## config.mk

```make
export PLATFORM = sky130hd
export DESIGN_NAME = binary_to_decimal_ascii
export DESIGN_NICKNAME = d
export VERILOG_FILES = /design/src/rtl/core/b2da_pkg.sv /design/src/rtl/core/b2da_dabble.sv /design/src/rtl/core/binary_to_decimal_ascii.sv
export SDC_FILE = /design/constraint.sdc
export NUM_CORES = 1
export LEC_CHECK = 0
export ABC_AREA = 1
export BUFFER_PORTS_ARGS = -buffer_cell sky130_fd_sc_hd__buf_2
export CAP_MARGIN = 15
export CORE_AREA = 2 2 230 232
export DETAILED_ROUTE_END_ITERATION = 7
export DIE_AREA = 0 0 232 234
export GPL_TIMING_DRIVEN = 1
export PLACE_DENSITY = 0.67
export SLEW_MARGIN = 0
export SYNTH_ARGS = -nofsm -noshare
export SYNTH_HDL_FRONTEND = slang
export SYNTH_SLANG_ARGS = --single-unit
```

## constraint.sdc

```tcl
create_clock -name clk -period 5.3 [get_ports clk]
set_clock_uncertainty 0.2 [all_clocks]
set_input_delay 0.53 -clock clk [delete_from_list [all_inputs] [get_ports clk]]
set_output_delay 0.53 -clock clk [all_outputs]
set_load 0.03 [all_outputs]
```

## src/rtl/core/b2da_pkg.sv

```systemverilog
// Shared constants for the binary to decimal ASCII converter.
// Used by b2da_dabble and binary_to_decimal_ascii; depends on nothing.
package b2da_pkg;

	// Width of the number that is converted and the decimal digits it can need.
	localparam int NUMBER_BITS = 64;
	localparam int MAX_DIGITS  = 20;
	localparam int BCD_BITS    = MAX_DIGITS * 4;

	// The shift-and-add-three unit takes this many input bits per cycle.
	localparam int BITS_PER_STEP = 8;
	localparam int DABBLE_STEPS  = (64 + BITS_PER_STEP - 1) / BITS_PER_STEP;
	localparam int STEP_W        = (DABBLE_STEPS > 1) ? $clog2(DABBLE_STEPS) : 1;

	// Mask that keeps only the low NUMBER_BITS bits of the input value.
	localparam logic [63:0] VALUE_MASK = 64'hFFFF_FFFF_FFFF_FFFF >> (64 - NUMBER_BITS);

	localparam logic [5:0] ASCII_ZERO    = 6'd48;
	localparam logic [4:0] CAPACITY_INIT = 5'd20;

endpackage

```

## src/rtl/core/b2da_dabble.sv

```systemverilog
// Iterative binary to BCD unit (shift and add three), several bits per cycle.
// Depends on b2da_pkg.
module b2da_dabble
	import b2da_pkg::*;
(
	input  logic                clk,
	input  logic                arst_n,
	input  logic                start,
	input  logic [63:0]         value,
	output logic                done,
	output logic [BCD_BITS-1:0] bcd
);

	logic [63:0]         bin_q;
	logic [BCD_BITS-1:0] bcd_q;
	logic [STEP_W-1:0]   cnt_q;
	logic                busy_q;
	logic                done_q;
	logic [BCD_BITS-1:0] bcd_next;
	logic [63:0]         bin_next;

	// One cycle worth of the shift and add-three recurrence.
	always_comb begin
		logic [BCD_BITS-1:0] t;
		logic [63:0]         b;
		t = bcd_q;
		b = bin_q;
		for (int s = 0; s < BITS_PER_STEP; s++) begin
			for (int n = 0; n < MAX_DIGITS; n++) begin
				if (t[n*4 +: 4] >= 4'd5) begin
					t[n*4 +: 4] = t[n*4 +: 4] + 4'd3;
				end
			end
			t = {t[BCD_BITS-2:0], b[63]};
			b = {b[62:0], 1'b0};
		end
		bcd_next = t;
		bin_next = b;
	end

	always_ff @(posedge clk or negedge arst_n) begin
		if (!arst_n) begin
			busy_q <= 1'b0;
			done_q <= 1'b0;
			cnt_q  <= '0;
		end else begin
			done_q <= 1'b0;
			if (start) begin
				busy_q <= 1'b1;
				cnt_q  <= '0;
			end else if (busy_q) begin
				cnt_q <= cnt_q + 1'b1;
				if (cnt_q == STEP_W'(DABBLE_STEPS - 1)) begin
					busy_q <= 1'b0;
					done_q <= 1'b1;
				end
			end
		end
	end

	always_ff @(posedge clk) begin
		if (start) begin
			bin_q <= value & VALUE_MASK;
			bcd_q <= '0;
		end else if (busy_q) begin
			bin_q <= bin_next;
			bcd_q <= bcd_next;
		end
	end

	assign done = done_q;
	assign bcd  = bcd_q;

endmodule

```

## src/rtl/core/binary_to_decimal_ascii.sv

```systemverilog
// Top level of the binary to decimal ASCII converter.
// Depends on b2da_pkg and b2da_dabble.
//
// The block takes one unsigned 64-bit value per input beat and returns its
// decimal ASCII digits, most significant first, one output beat per digit.
// Each beat also carries the digit's position counted from the most
// significant digit, the total digit count and a mark on the final beat.
// Zero gives the single digit '0'. When the digit count exceeds the
// configured capacity, or the capacity is zero, a single error beat is sent
// instead: its character and position are zero, total_digits carries the
// true count and too_long and last_digit are set. The capacity register
// resets to 20 and is written through the cfg channel, which is always ready;
// write it only while the converter is idle. One value is converted at a
// time and in_stall stays high until its last beat has been loaded into the
// output register. A value passes through the add-three/shift unit, which
// turns 8 bits per cycle into BCD, then the sizing state, which registers
// the digit count and the error flag, and then the output register, which
// takes one digit beat at a time and holds it while out_stall is high. An
// error value leaves the output register as a single beat.
module binary_to_decimal_ascii
	import b2da_pkg::*;
(
	input  logic        clk,
	input  logic        arst_n,
	// Input channel
	input  logic        in_valid,
	output logic        in_stall,
	input  logic [63:0] value,
	// Result channel
	output logic        out_valid,
	input  logic        out_stall,
	output logic [5:0]  digit_char,
	output logic [4:0]  digit_position,
	output logic [4:0]  total_digits,
	output logic        too_long,
	output logic        last_digit,
	// Capacity register write channel
	input  logic        cfg_valid,
	output logic        cfg_ready,
	input  logic [4:0]  cfg_data
);

	localparam logic [1:0] ST_IDLE    = 2'd0;
	localparam logic [1:0] ST_CONVERT = 2'd1;
	localparam logic [1:0] ST_SIZE    = 2'd2;
	localparam logic [1:0] ST_EMIT    = 2'd3;

	logic [1:0]          state_q;
	logic [4:0]          capacity_q;
	logic                start;
	logic                conv_done;
	logic [BCD_BITS-1:0] bcd;

	// Per-item bookkeeping while digits go out.
	logic [4:0] total_q;
	logic [4:0] pos_q;
	logic [4:0] idx_q;
	logic       err_q;

	// Output register.
	logic       out_valid_q;
	logic [5:0] char_q;
	logic [4:0] opos_q;
	logic [4:0] ototal_q;
	logic       otoo_long_q;
	logic       olast_q;

	logic       slot_free;
	logic [4:0] lead_idx;
	logic [4:0] count;
	logic [6:0] nib_sel;
	logic [3:0] nibble;

	assign in_stall  = (state_q != ST_IDLE);
	assign start     = in_valid && !in_stall;
	assign cfg_ready = 1'b1;
	assign slot_free = !out_valid_q || !out_stall;

	b2da_dabble u_dabble (
		.clk    (clk),
		.arst_n (arst_n),
		.start  (start),
		.value  (value),
		.done   (conv_done),
		.bcd    (bcd)
	);

	// The highest nonzero BCD digit sets the digit count; zero counts as one digit.
	always_comb begin
		lead_idx = '0;
		for (int n = 0; n < MAX_DIGITS; n++) begin
			if (bcd[n*4 +: 4] != 4'd0) begin
				lead_idx = 5'(n);
			end
		end
		count = lead_idx + 5'd1;
	end

	assign nib_sel = {idx_q, 2'b00};
	assign nibble  = bcd[nib_sel +: 4];

	always_ff @(posedge clk or negedge arst_n) begin
		if (!arst_n) begin
			capacity_q <= CAPACITY_INIT;
		end else if (cfg_valid && cfg_ready) begin
			capacity_q <= cfg_data;
		end
	end

	always_ff @(posedge clk or negedge arst_n) begin
		if (!arst_n) begin
			state_q     <= ST_IDLE;
			out_valid_q <= 1'b0;
		end else begin
			if (out_valid_q && !out_stall) begin
				out_valid_q <= 1'b0;
			end
			case (state_q)
				ST_IDLE: begin
					if (start) begin
						state_q <= ST_CONVERT;
					end
				end
				ST_CONVERT: begin
					if (conv_done) begin
						state_q <= ST_SIZE;
					end
				end
				ST_SIZE: begin
					state_q <= ST_EMIT;
				end
				ST_EMIT: begin
					if (slot_free) begin
						out_valid_q <= 1'b1;
						if (err_q || idx_q == 5'd0) begin
							state_q <= ST_IDLE;
						end
					end
				end
				default: begin
					state_q <= ST_IDLE;
				end
			endcase
		end
	end

	// Payload registers: sizing results and the beat being presented.
	always_ff @(posedge clk) begin
		if (state_q == ST_SIZE) begin
			total_q <= count;
			idx_q   <= lead_idx;
			pos_q   <= '0;
			err_q   <= (capacity_q == 5'd0) || (count > capacity_q);
		end
		if (state_q == ST_EMIT && slot_free) begin
			ototal_q <= total_q;
			if (err_q) begin
				char_q      <= '0;
				opos_q      <= '0;
				otoo_long_q <= 1'b1;
				olast_q     <= 1'b1;
			end else begin
				char_q      <= ASCII_ZERO + {2'b00, nibble};
				opos_q      <= pos_q;
				otoo_long_q <= 1'b0;
				olast_q     <= (idx_q == 5'd0);
				idx_q       <= idx_q - 5'd1;
				pos_q       <= pos_q + 5'd1;
			end
		end
	end

	assign out_valid      = out_valid_q;
	assign digit_char     = char_q;
	assign digit_position = opos_q;
	assign total_digits   = ototal_q;
	assign too_long       = otoo_long_q;
	assign last_digit     = olast_q;

endmodule

```

# == Word level (Yosys, flattened, before mapping) ==
# Cells that the tools add are included.
# op_classes
add_sub_neg,165
mux,204
reduce_logical,34
shifts,1
eq_ne,8
order_cmp,161
# op_table
operator,count
"greater-or-equal comparator 4 x 3 -> 1 bit, second input constant",160
"adder 4 x 2 -> 4 bit, second input constant",152
2-to-1 mux 4 bit,152
2-to-1 mux 64 bit,2
2-to-1 mux 5 bit,21
indexed part select 80 x 8 -> 4 bit,1
nonzero test 4 bit,19
2-to-1 mux 3 bit,11
"adder 3 x 2 -> 3 bit, second input constant",8
2-to-1 mux 2 bit,6
2-to-1 mux 1 bit,11
"adder 5 x 1 -> 5 bit, second input constant",2
zero test 5 bit,2
case mux 2 bit (4 select lines),1
"adder 5 x 5 -> 6 bit, first input constant",1
"!= test 2 bit, second input constant",3
> comparator 5 bit,1
"subtractor 5 x 1 -> 5 bit, second input constant",1
"equality test 2 bit, second input constant",2
AND reduction 4 bit,1
nonzero test 2 bit,2
"adder 3 x 1 -> 3 bit, second input constant",1
"equality test 3 bit, second input constant",1
logical AND 1 bit,3
other kinds (5),9
# totals
reg_bits,191
out_inout_bits,21
wordCells,590
inputBits,74

# == Longest topological paths before layout ==
# Gate-level depths: netlist (run 1).
# logic_depth
word_depth,23
depth_mapped,58
mapped_depth_nobuf,58

# == Modules after synthesis ==
# A second synthesis (run 1) with hierarchy kept.
# hier_totals
hier_cells,3976
area_unflattened_um2,24718.7
# modules_own_cells
mod,seq_area_each_um2,instances,cells_per_inst,area_each_um2
b2da_dabble,3648.5,1,3581,21747.1
binary_to_decimal_ascii,1093.5,1,395,2971.6

# == Least setup slack after synthesis (run 1) ==
# Ideal clock, no wire load.
# synth_timing
path_kind,reg2reg
startpoint,"register u_dabble.bcd_q[72], in the netlist u_dabble.bcd[72]"
endpoint,"register u_dabble.bcd_q[78], in the netlist u_dabble.bcd[78]"
slack_ps,-467
stages_incl_launch_ff,57
setup_ps,114
period_less_slack_ps,5767
t_arrival_ps,5453
required_ps,4986
path_buffers,0
path_cell_list,dfxtp_1 inv_1 ha_1 inv_2 nor2_1 o21ai_0 nand3_1 inv_1 ha_1 nand3_1 nand2_1 inv_1 nand2_1 nand2_1 nand2_1 ha_1 nand3b_1 nand2_1 [... 21 more ...] nand4_1 nand2_1 nand2_1 nand2_1 and2_4 ha_1 inv_1 nand4_1 nand2_1 nand2_1 nand2_1 nand2_1 ha_1 or2_2 nand3_2 nand3_1 nand3_1 nand2_1
# synth_via
elab_chain_cells,16
elab_cells_between_ends,42
classes_between,add/sub (14); order compare (14); mux (14)
# synth_lines
element,line,text
start: declaration,b2da_dabble.sv:15,logic [BCD_BITS-1:0] bcd_q;
start signal: assignment,b2da_dabble.sv:67,bcd_q <= bcd_next;
adder 4 x 2 -> 4 bit or greater-or-equal comparator 4 x 3 -> 1 bit (tied branches),"b2da_dabble.sv:31, b2da_dabble.sv:30",
2-to-1 mux 4 bit (*),b2da_dabble.sv:30,if (t[n*4 +: 4] >= 4'd5) begin
"adder 4 x 2 -> 4 bit, or another cell as far along",b2da_dabble.sv:31,t[n*4 +: 4] = t[n*4 +: 4] + 4'd3;
2-to-1 mux 4 bit or 2-to-1 mux 3 bit (tied branches),b2da_dabble.sv:30,
"adder 4 x 2 -> 4 bit, or another cell as far along",b2da_dabble.sv:31,
2-to-1 mux 4 bit or 2-to-1 mux 3 bit (tied branches),b2da_dabble.sv:30,
"greater-or-equal comparator 4 x 3 -> 1 bit, or another cell as far along",b2da_dabble.sv:30,
2-to-1 mux 4 bit or 2-to-1 mux 3 bit (tied branches),b2da_dabble.sv:30,
"adder 4 x 2 -> 4 bit, or another cell as far along",b2da_dabble.sv:31,
2-to-1 mux 4 bit or 2-to-1 mux 3 bit (tied branches),b2da_dabble.sv:30,
"adder 4 x 2 -> 4 bit, or another cell as far along",b2da_dabble.sv:31,
2-to-1 mux 4 bit or 2-to-1 mux 3 bit (tied branches),b2da_dabble.sv:30,
"adder 4 x 2 -> 4 bit, or another cell as far along",b2da_dabble.sv:31,
2-to-1 mux 4 bit or 2-to-1 mux 3 bit (tied branches),b2da_dabble.sv:30,
greater-or-equal comparator 4 x 3 -> 1 bit or adder 3 x 2 -> 3 bit (tied branches),"b2da_dabble.sv:30, b2da_dabble.sv:31",
2-to-1 mux 3 bit (*),b2da_dabble.sv:30,
# Mark *: on every way between the ends. The rest lies on a longest branch, timed or not.
# A chain may end at the register's enable or synchronous reset.

# == Worst setup path after layout (run 1) ==
# Same ends and word-level chain as after synthesis.

==> results of run 1 <==
-- per-stage QoR --
stage / utilization, % / cell area [sq um]
2_1_floorplan: - / 25850
3_3_place_gp: 61.52 / 32000
3_5_place_dp: 61.52 / 32000
4_1_cts: 64.41 / 33510
5_1_grt: 77.61 / 40380
6_report: 77.61 / 40380
-- worst max-delay path: cells and delay by family (launching register included) --
| family | cells | cell delay (ps) |
|---|---|---|
| and+or+nand+nor | 37 | 3280 |
| adders and majority gates | 8 | 1090 |
| buffers and inverters | 11 | 550 |
| DFF | 1 | 370 |
| AOI/OAI and AO/OA | 1 | 80 |
-- path summary, 6_finish.rpt --
check,startpoint,end,slack [ps],cells after the start
max,u_dabble.bcd[72]$_SDFFE_PP0P_,u_dabble.bcd[78]$_SDFFE_PP0P_,-330,57
min,out_stall,out_valid$_DFF_PN0_,70,3
max reg2reg,u_dabble.bcd[72]$_SDFFE_PP0P_,u_dabble.bcd[78]$_SDFFE_PP0P_,-330,57
min reg2reg,total_q[0]$_DFFE_PP_,total_digits[0]$_DFFE_PP_,230,0
max in group asynchronous,arst_n,capacity_q[2]$_DFFE_PN1P_,4300,2
min in group asynchronous,arst_n,capacity_q[0]$_DFFE_PN0P_,290,2
-- layout by cell type (no fill, tap or decap), drive strengths merged --
| cell type | synthesis | final |
|---|---|---|
| nand2 | 1596 | 1596 |
| buf | 10 | 1018 |
| inv | 612 | 624 |
| nand3 | 613 | 613 |
| o21ai | 187 | 187 |
| nand4 | 175 | 175 |
| ha | 163 | 163 |
| a21oi | 99 | 99 |
| dfxtp | 90 | 90 |
| edfxtp | 87 | 87 |
| nor2 | 80 | 80 |
| and2 | 72 | 72 |
| a21o | 53 | 53 |
| nand3b | 29 | 29 |
| o22ai | 24 | 24 |
| xor2 | 19 | 19 |
| clkbuf | 42 | 17 |
| o21bai | 15 | 15 |
| a31o | 15 | 15 |
| dfrtp | 11 | 11 |
| o211ai | 10 | 10 |
| xnor2 | 8 | 8 |
| a31oi | 7 | 7 |
| nor3 | 5 | 5 |
| o221ai | 3 | 3 |
| or2 | 3 | 3 |
| clkinv | 3 | 3 |
| o31ai | 2 | 2 |
| a22o | 2 | 2 |
| dfstp | 2 | 2 |
| clkinvlp | 0 | 2 |
| nand2b | 1 | 1 |
| mux2i | 1 | 1 |
| nor4 | 1 | 1 |
| a32oi | 1 | 1 |
| a221oi | 1 | 1 |
| conb | 1 | 1 |
| bufinv | 0 | 1 |
| dlygate4sd3 | 0 | 1 |
-- layout make-up --
class | count | area, sq um | share of cell area [%]
well taps | 688 | 860.8 | 2.132
clock buffers | 17 | 425.4 | 1.054
multi-input cells | 3186 | 24010 | 59.47
inverters | 615 | 2385 | 5.906
repair buffers | 1019 | 7719 | 19.12
flip-flops and latches | 190 | 4812 | 11.92
clock inverters | 15 | 162.7 | 0.4028
-- cells in the mapped netlist (all sizes together) (2+ instances only) --
master and instances:
nand2 1596, nand3 613, inv 612, o21ai 187, nand4 175, ha 163
a21oi 99, dfxtp 90, edfxtp 87, nor2 80, and2 72, a21o 53
clkbuf 42, nand3b 29, o22ai 24, xor2 19, a31o 15, o21bai 15
dfrtp 11, buf 10, o211ai 10, xnor2 8, a31oi 7, nor3 5
clkinv 3, o221ai 3, or2 3, a22o 2, dfstp 2, o31ai 2
-- per-layer routing --
layer / vias to the layer above / GRT usage, % / routed length (um)
met5: - / 0 / 13
met1: 15000 / 30.30 / 35300
met2: 1213 / 46.98 / 48560
li1: 15300 / - / -
met4: 2 / 6.911 / 5026
met3: 430 / 2.517 / 4642
-- registers in the layout, indices dropped and copies added, names as in the netlist --
register / cells
capacity_q: 5
out_valid: 1
idx_q: 5
last_digit: 1
too_long: 1
digit_char: 5
total_digits: 5
pos_q: 5
state_q: 2
u_dabble.busy_q: 1
u_dabble.cnt_q: 3
u_dabble.done: 1
u_dabble.bcd: 80
total_q: 5
err_q: 1
digit_position: 5
u_dabble.bin_q: 64
-- logic make-up (layout without fill, tap and decap cells) --
family	after synthesis	after routing	synth area share, %
muxes	1	1	0.03899
buffers and inverters	667	1666	10.22
DFF	190	190	18.47
adders and majority gates	163	163	7.943
and+or+nand+nor	2575	2575	51.39
other	1	1	0.01461
AOI/OAI and AO/OA	419	419	10.66
xor gates and xnor gates	27	27	1.272
-- timing repair --
item | 4_1_cts | 5_1_grt
resized for setup | 174 | 1274
hold buffers | 1 | 0
setup buffers | 38 | 213
endpoints found under the setup margin | 63 | 75
hold endpoints to repair | 11 | 0
pin swaps | 102 | 660
==> reports/metrics.yaml, run 1 <==
status: "finished with violations"
violations: "setup timing"
yosysWarnings: 0
grt_overflow_total: 0
crit_top_cell: "nand2_2"
dp_hpwl_mm: 53.88
cp.required_ps: 5530
vias: 31940
fmax_mhz: 177.6
path_class: "reg2reg"
gp_congestion: 0.9038
synth-edff-count: 87
antenna_cells: 0
yosys-top-cells-area: "nand2_1 (19%), edfxtp_1 (10%), nand3_1 (8.8%)"
drt_iter0_drc: 2205
netlist.top_cell.by_area: "nand2_1"
post-route-period-util_pct: 106.2
antenna_left: 0
synth_top_cell_area_share_pct: 18.70
dr.pass1.iters: 6
rows: 84
core-area_sq_um: 52020
viasPerCell: 5.575
hold_ws_ps: 69.58
max_slew_margin_pct: 35.24
ys_types: 61
hold_path.class: "in2reg"
period_needed_ps: 5630
cp_max_fo: 3
grt_use_total_pct: 25.08
antenna_found_initial: 1
clock-sinks: 190
fp.dieH_um: 234
cap_violations: 0
syn_inst: 4043
nets: 5266
dp_cells: 5454
ys_seq_elements: 190
drive_gt1_share_pct: 52.54
n_fill_cell: 3265
start_kind: "flip-flop"
crit_path_end_kind: "flip-flop"
htree_num_levels: 4
wl_per_cell_um: 16.32
cts_tree: "yes"
io_pins: 95
drc_errors: 0
syn_area_sq_um: 25680
path_clk_slew_ps: 80
place_ws_ps: -338.2
synth.avg_cell_area_sq_um: 6.351
cpMaxStageDelayCell: "dfxtp_4"
grt_max_degree: 70
grt_pass1_vias: 26130
syn_nets: 4280
slowest_delay_ps: 370
dieArea_sq_um: 54290
ys_seq_area_share_pct: 18.47
grt_pass1_wl_mm: 115.1
drv_slew: 0
worstPathArrival_ps: 5860
fin_tns_setup_ps: -2672
ys.flop_type: "dfxtp_1"
stdcell_count: 5730
grt_setup_unrepaired: "true"
cts_buffer_depth: 2
setup_slack_ps: -330.5
setup_viol: 35
worst_slew_pin_slew_ps: 970.3
drt_wl_total_mm: 93.54
chipWidth_um: 232
cts_made_buffers: 17
cts-root-buf: "clkbuf_16"
clkLatencyLatePin_ps: 490
start_util_pct: 49.35
async_flop_share_pct: 6.842
finalHoldViolations: 0
area_growth_pct: 57.26
io_buffers: 93
Power of run 1 is left out: the tool's default activity adds up to more than one toggle a clock period on the data nets, which glitch-free logic cannot reach.
==> run 2: changes to the inputs <==
--- a/config.mk
+++ b/config.mk
@@ -8,9 +8,10 @@
 export ABC_AREA = 1
 export BUFFER_PORTS_ARGS = -buffer_cell sky130_fd_sc_hd__buf_2
 export CAP_MARGIN = 15
-export CORE_AREA = 2 2 230 232
+export CORE_AREA = 8 8 236 238
+export CTS_CLUSTER_SIZE = 28
 export DETAILED_ROUTE_END_ITERATION = 7
-export DIE_AREA = 0 0 232 234
+export DIE_AREA = 0 0 244 246
 export GPL_TIMING_DRIVEN = 1
 export PLACE_DENSITY = 0.67
 export SLEW_MARGIN = 0
==> reports/metrics.yaml, run 2 (synthesis results as in run 1) <==
status: "finished with violations"
violations: "setup timing"
dr.pass1.iters: 6  # unchanged
cp.required_ps: 5520  # about the same
grt_max_degree: 76  # +8.6%
dieArea_sq_um: 60020  # +11%
antenna_left: 0  # unchanged
final_common_cell: "nand2_1"
fin_tns_setup_ps: -1633  # +1039 ps
cts_buffer_depth: 2  # unchanged
worst_slew_pin_slew_ps: 1292  # +322.2 ps
chipWidth_um: 244  # +5.2%
cp_top_family: "simple AND/OR/NAND/NOR gates"
fmax_mhz: 177.1  # -0.28%
crit_top_cell: "nand2_2"
drt_iter0_drc: 1823  # -17%
hold_path.startpoint: "out_stall"
viasPerCell: 5.495  # -1.4%
gp_congestion: 0.8832  # -2.3%
drt_wl_total_mm: 90.04  # -3.7%
path_class: "reg2reg"
period_needed_ps: 5646  # +15.79 ps
dpl_cell_area_sq_um: 31910  # -0.29%
fp.dieH_um: 246  # +5.1%
r2r_start: "u_dabble.bcd[73]$_SDFFE_PP0P_"
rows: 84  # unchanged
area_growth_pct: 56.50
largest_reg_flops: 80  # unchanged
start_kind: "flip-flop"
crit_path_start: "u_dabble.bcd[73]$_SDFFE_PP0P_"
hold_path.class: "in2reg"
final_cell_mix: "nand2_1 (932), buf_4 (844), nand2_2 (460)"
cp_max_fo: 3  # unchanged
grt_use_total_pct: 22.36  # -2.7 points
post-route-period-util_pct: 106.5  # +0.30 points
vias: 31470  # -1.5%
cpMaxStageDelayCell: "dfxtp_2"
setup_slack_ps: -346.3  # -15.78 ps
grt_pass1_wl_mm: 116.4  # +1.1%
path_clk_slew_ps: 80  # about the same
fin_area_sq_um: 40180  # -0.48%
antenna_found_initial: 0  # -1
critPathBufInv: 11  # unchanged
cap_violations: 0  # unchanged
clock-sinks: 190  # unchanged
finalHoldViolations: 0  # unchanged
antenna_cells: 0  # unchanged
worstPathArrival_ps: 5870  # about the same
drc_errors: 0  # unchanged
htree_num_levels: 4  # unchanged
drv_slew: 0  # unchanged
nets: 5263  # -0.057%
dp_hpwl_mm: 53.97  # +0.17%
slowest_delay_ps: 340  # -30 ps
cts-root-buf: "clkbuf_16"
start_util_pct: 49.35  # unchanged
max_slew_margin_pct: 13.74  # -22 points
setup_viol: 22  # -37%
core-area_sq_um: 52020  # unchanged
drive_gt1_share_pct: 52.19  # -0.35 points
wl_per_cell_um: 15.72  # -3.7%
crit_path_end_kind: "flip-flop"
grt_pass1_vias: 26420  # +1.1%
cts_made_buffers: 17  # unchanged
clkLatencyLatePin_ps: 490  # about the same
cts_tree: "yes"
grt_setup_unrepaired: "true"
io_pins: 95  # unchanged
grt_overflow_total: 0  # unchanged
io_buffers: 93  # unchanged
## run 2: cell types whose count changed in the layout (fill, tap and decap cells not counted), sizes merged
cell and delta:
buf -3, clkinv +1, clkinvlp +3, inv -4
## run 2: metrics by stage
stage	util, %	cells	setup WS (ps)	hold WS, ps
floorplan	-	4043	-96.19	34.41
global placement	61.34	5440	-244.8	203.8
detailed placement	61.34	5440	-327.8	210.7
CTS	64.31	5524	-219.4	63.96
global route	77.24	5727	-750.7	75.15
finish	77.24	5727	-346.3	72.36
## run 2: cell type report
| cell class | instances | area (sq um) |
|---|---|---|
| Fill cell | 3351 | 11840 |
| Inverter | 615 | 2360 |
| Multi-Input combinational cell | 3186 | 23840 |
| Clock inverter | 15 | 153.9 |
| Sequential cell | 190 | 4815 |
| Tap cell | 688 | 860.8 |
| Clock buffer | 17 | 425.4 |
| Timing Repair Buffer | 1016 | 7725 |
## run 2: what timing repair did
| item | CTS | global route |
|---|---|---|
| setup buffers | 51 | 210 |
| hold buffers | 1 | 0 |
| hold endpoints to repair | 11 | 0 |
| resized for setup | 169 | 1235 |
| pin swaps | 110 | 625 |
| setup endpoints to repair | 65 | 75 |
## run 2: tightest hold or removal path, delay by kind of cell
kind / cells / cell delay [ps]
simple gates: 2 / 110
buf+inv: 1 / 70
## run 2: path summary, 6_finish.rpt
path	slack, ps	to	cells past startpoint
setup / recovery	-350	u_dabble.bcd[78]$_SDFFE_PP0P_	55
hold / removal	70	out_valid$_DFF_PN0_	3
setup reg to reg	-350	u_dabble.bcd[78]$_SDFFE_PP0P_	55
hold reg to reg	210	total_digits[4]$_DFFE_PP_	0
max in group asynchronous	4280	capacity_q[4]$_DFFE_PN1P_	2
min in group asynchronous	310	capacity_q[0]$_DFFE_PN0P_	2
## run 2: routing by layer
layer / part of all wire, % / vias to the layer above / global-route usage (%)
met5: 0 / - / 0
met4: 4.7 / 0 / 5.521
met3: 5.5 / 342 / 3.530
met2: 51 / 1064 / 41.32
met1: 38 / 14750 / 26.76
li1: - / 15320 / -
Power of run 2 is left out for the same reason.
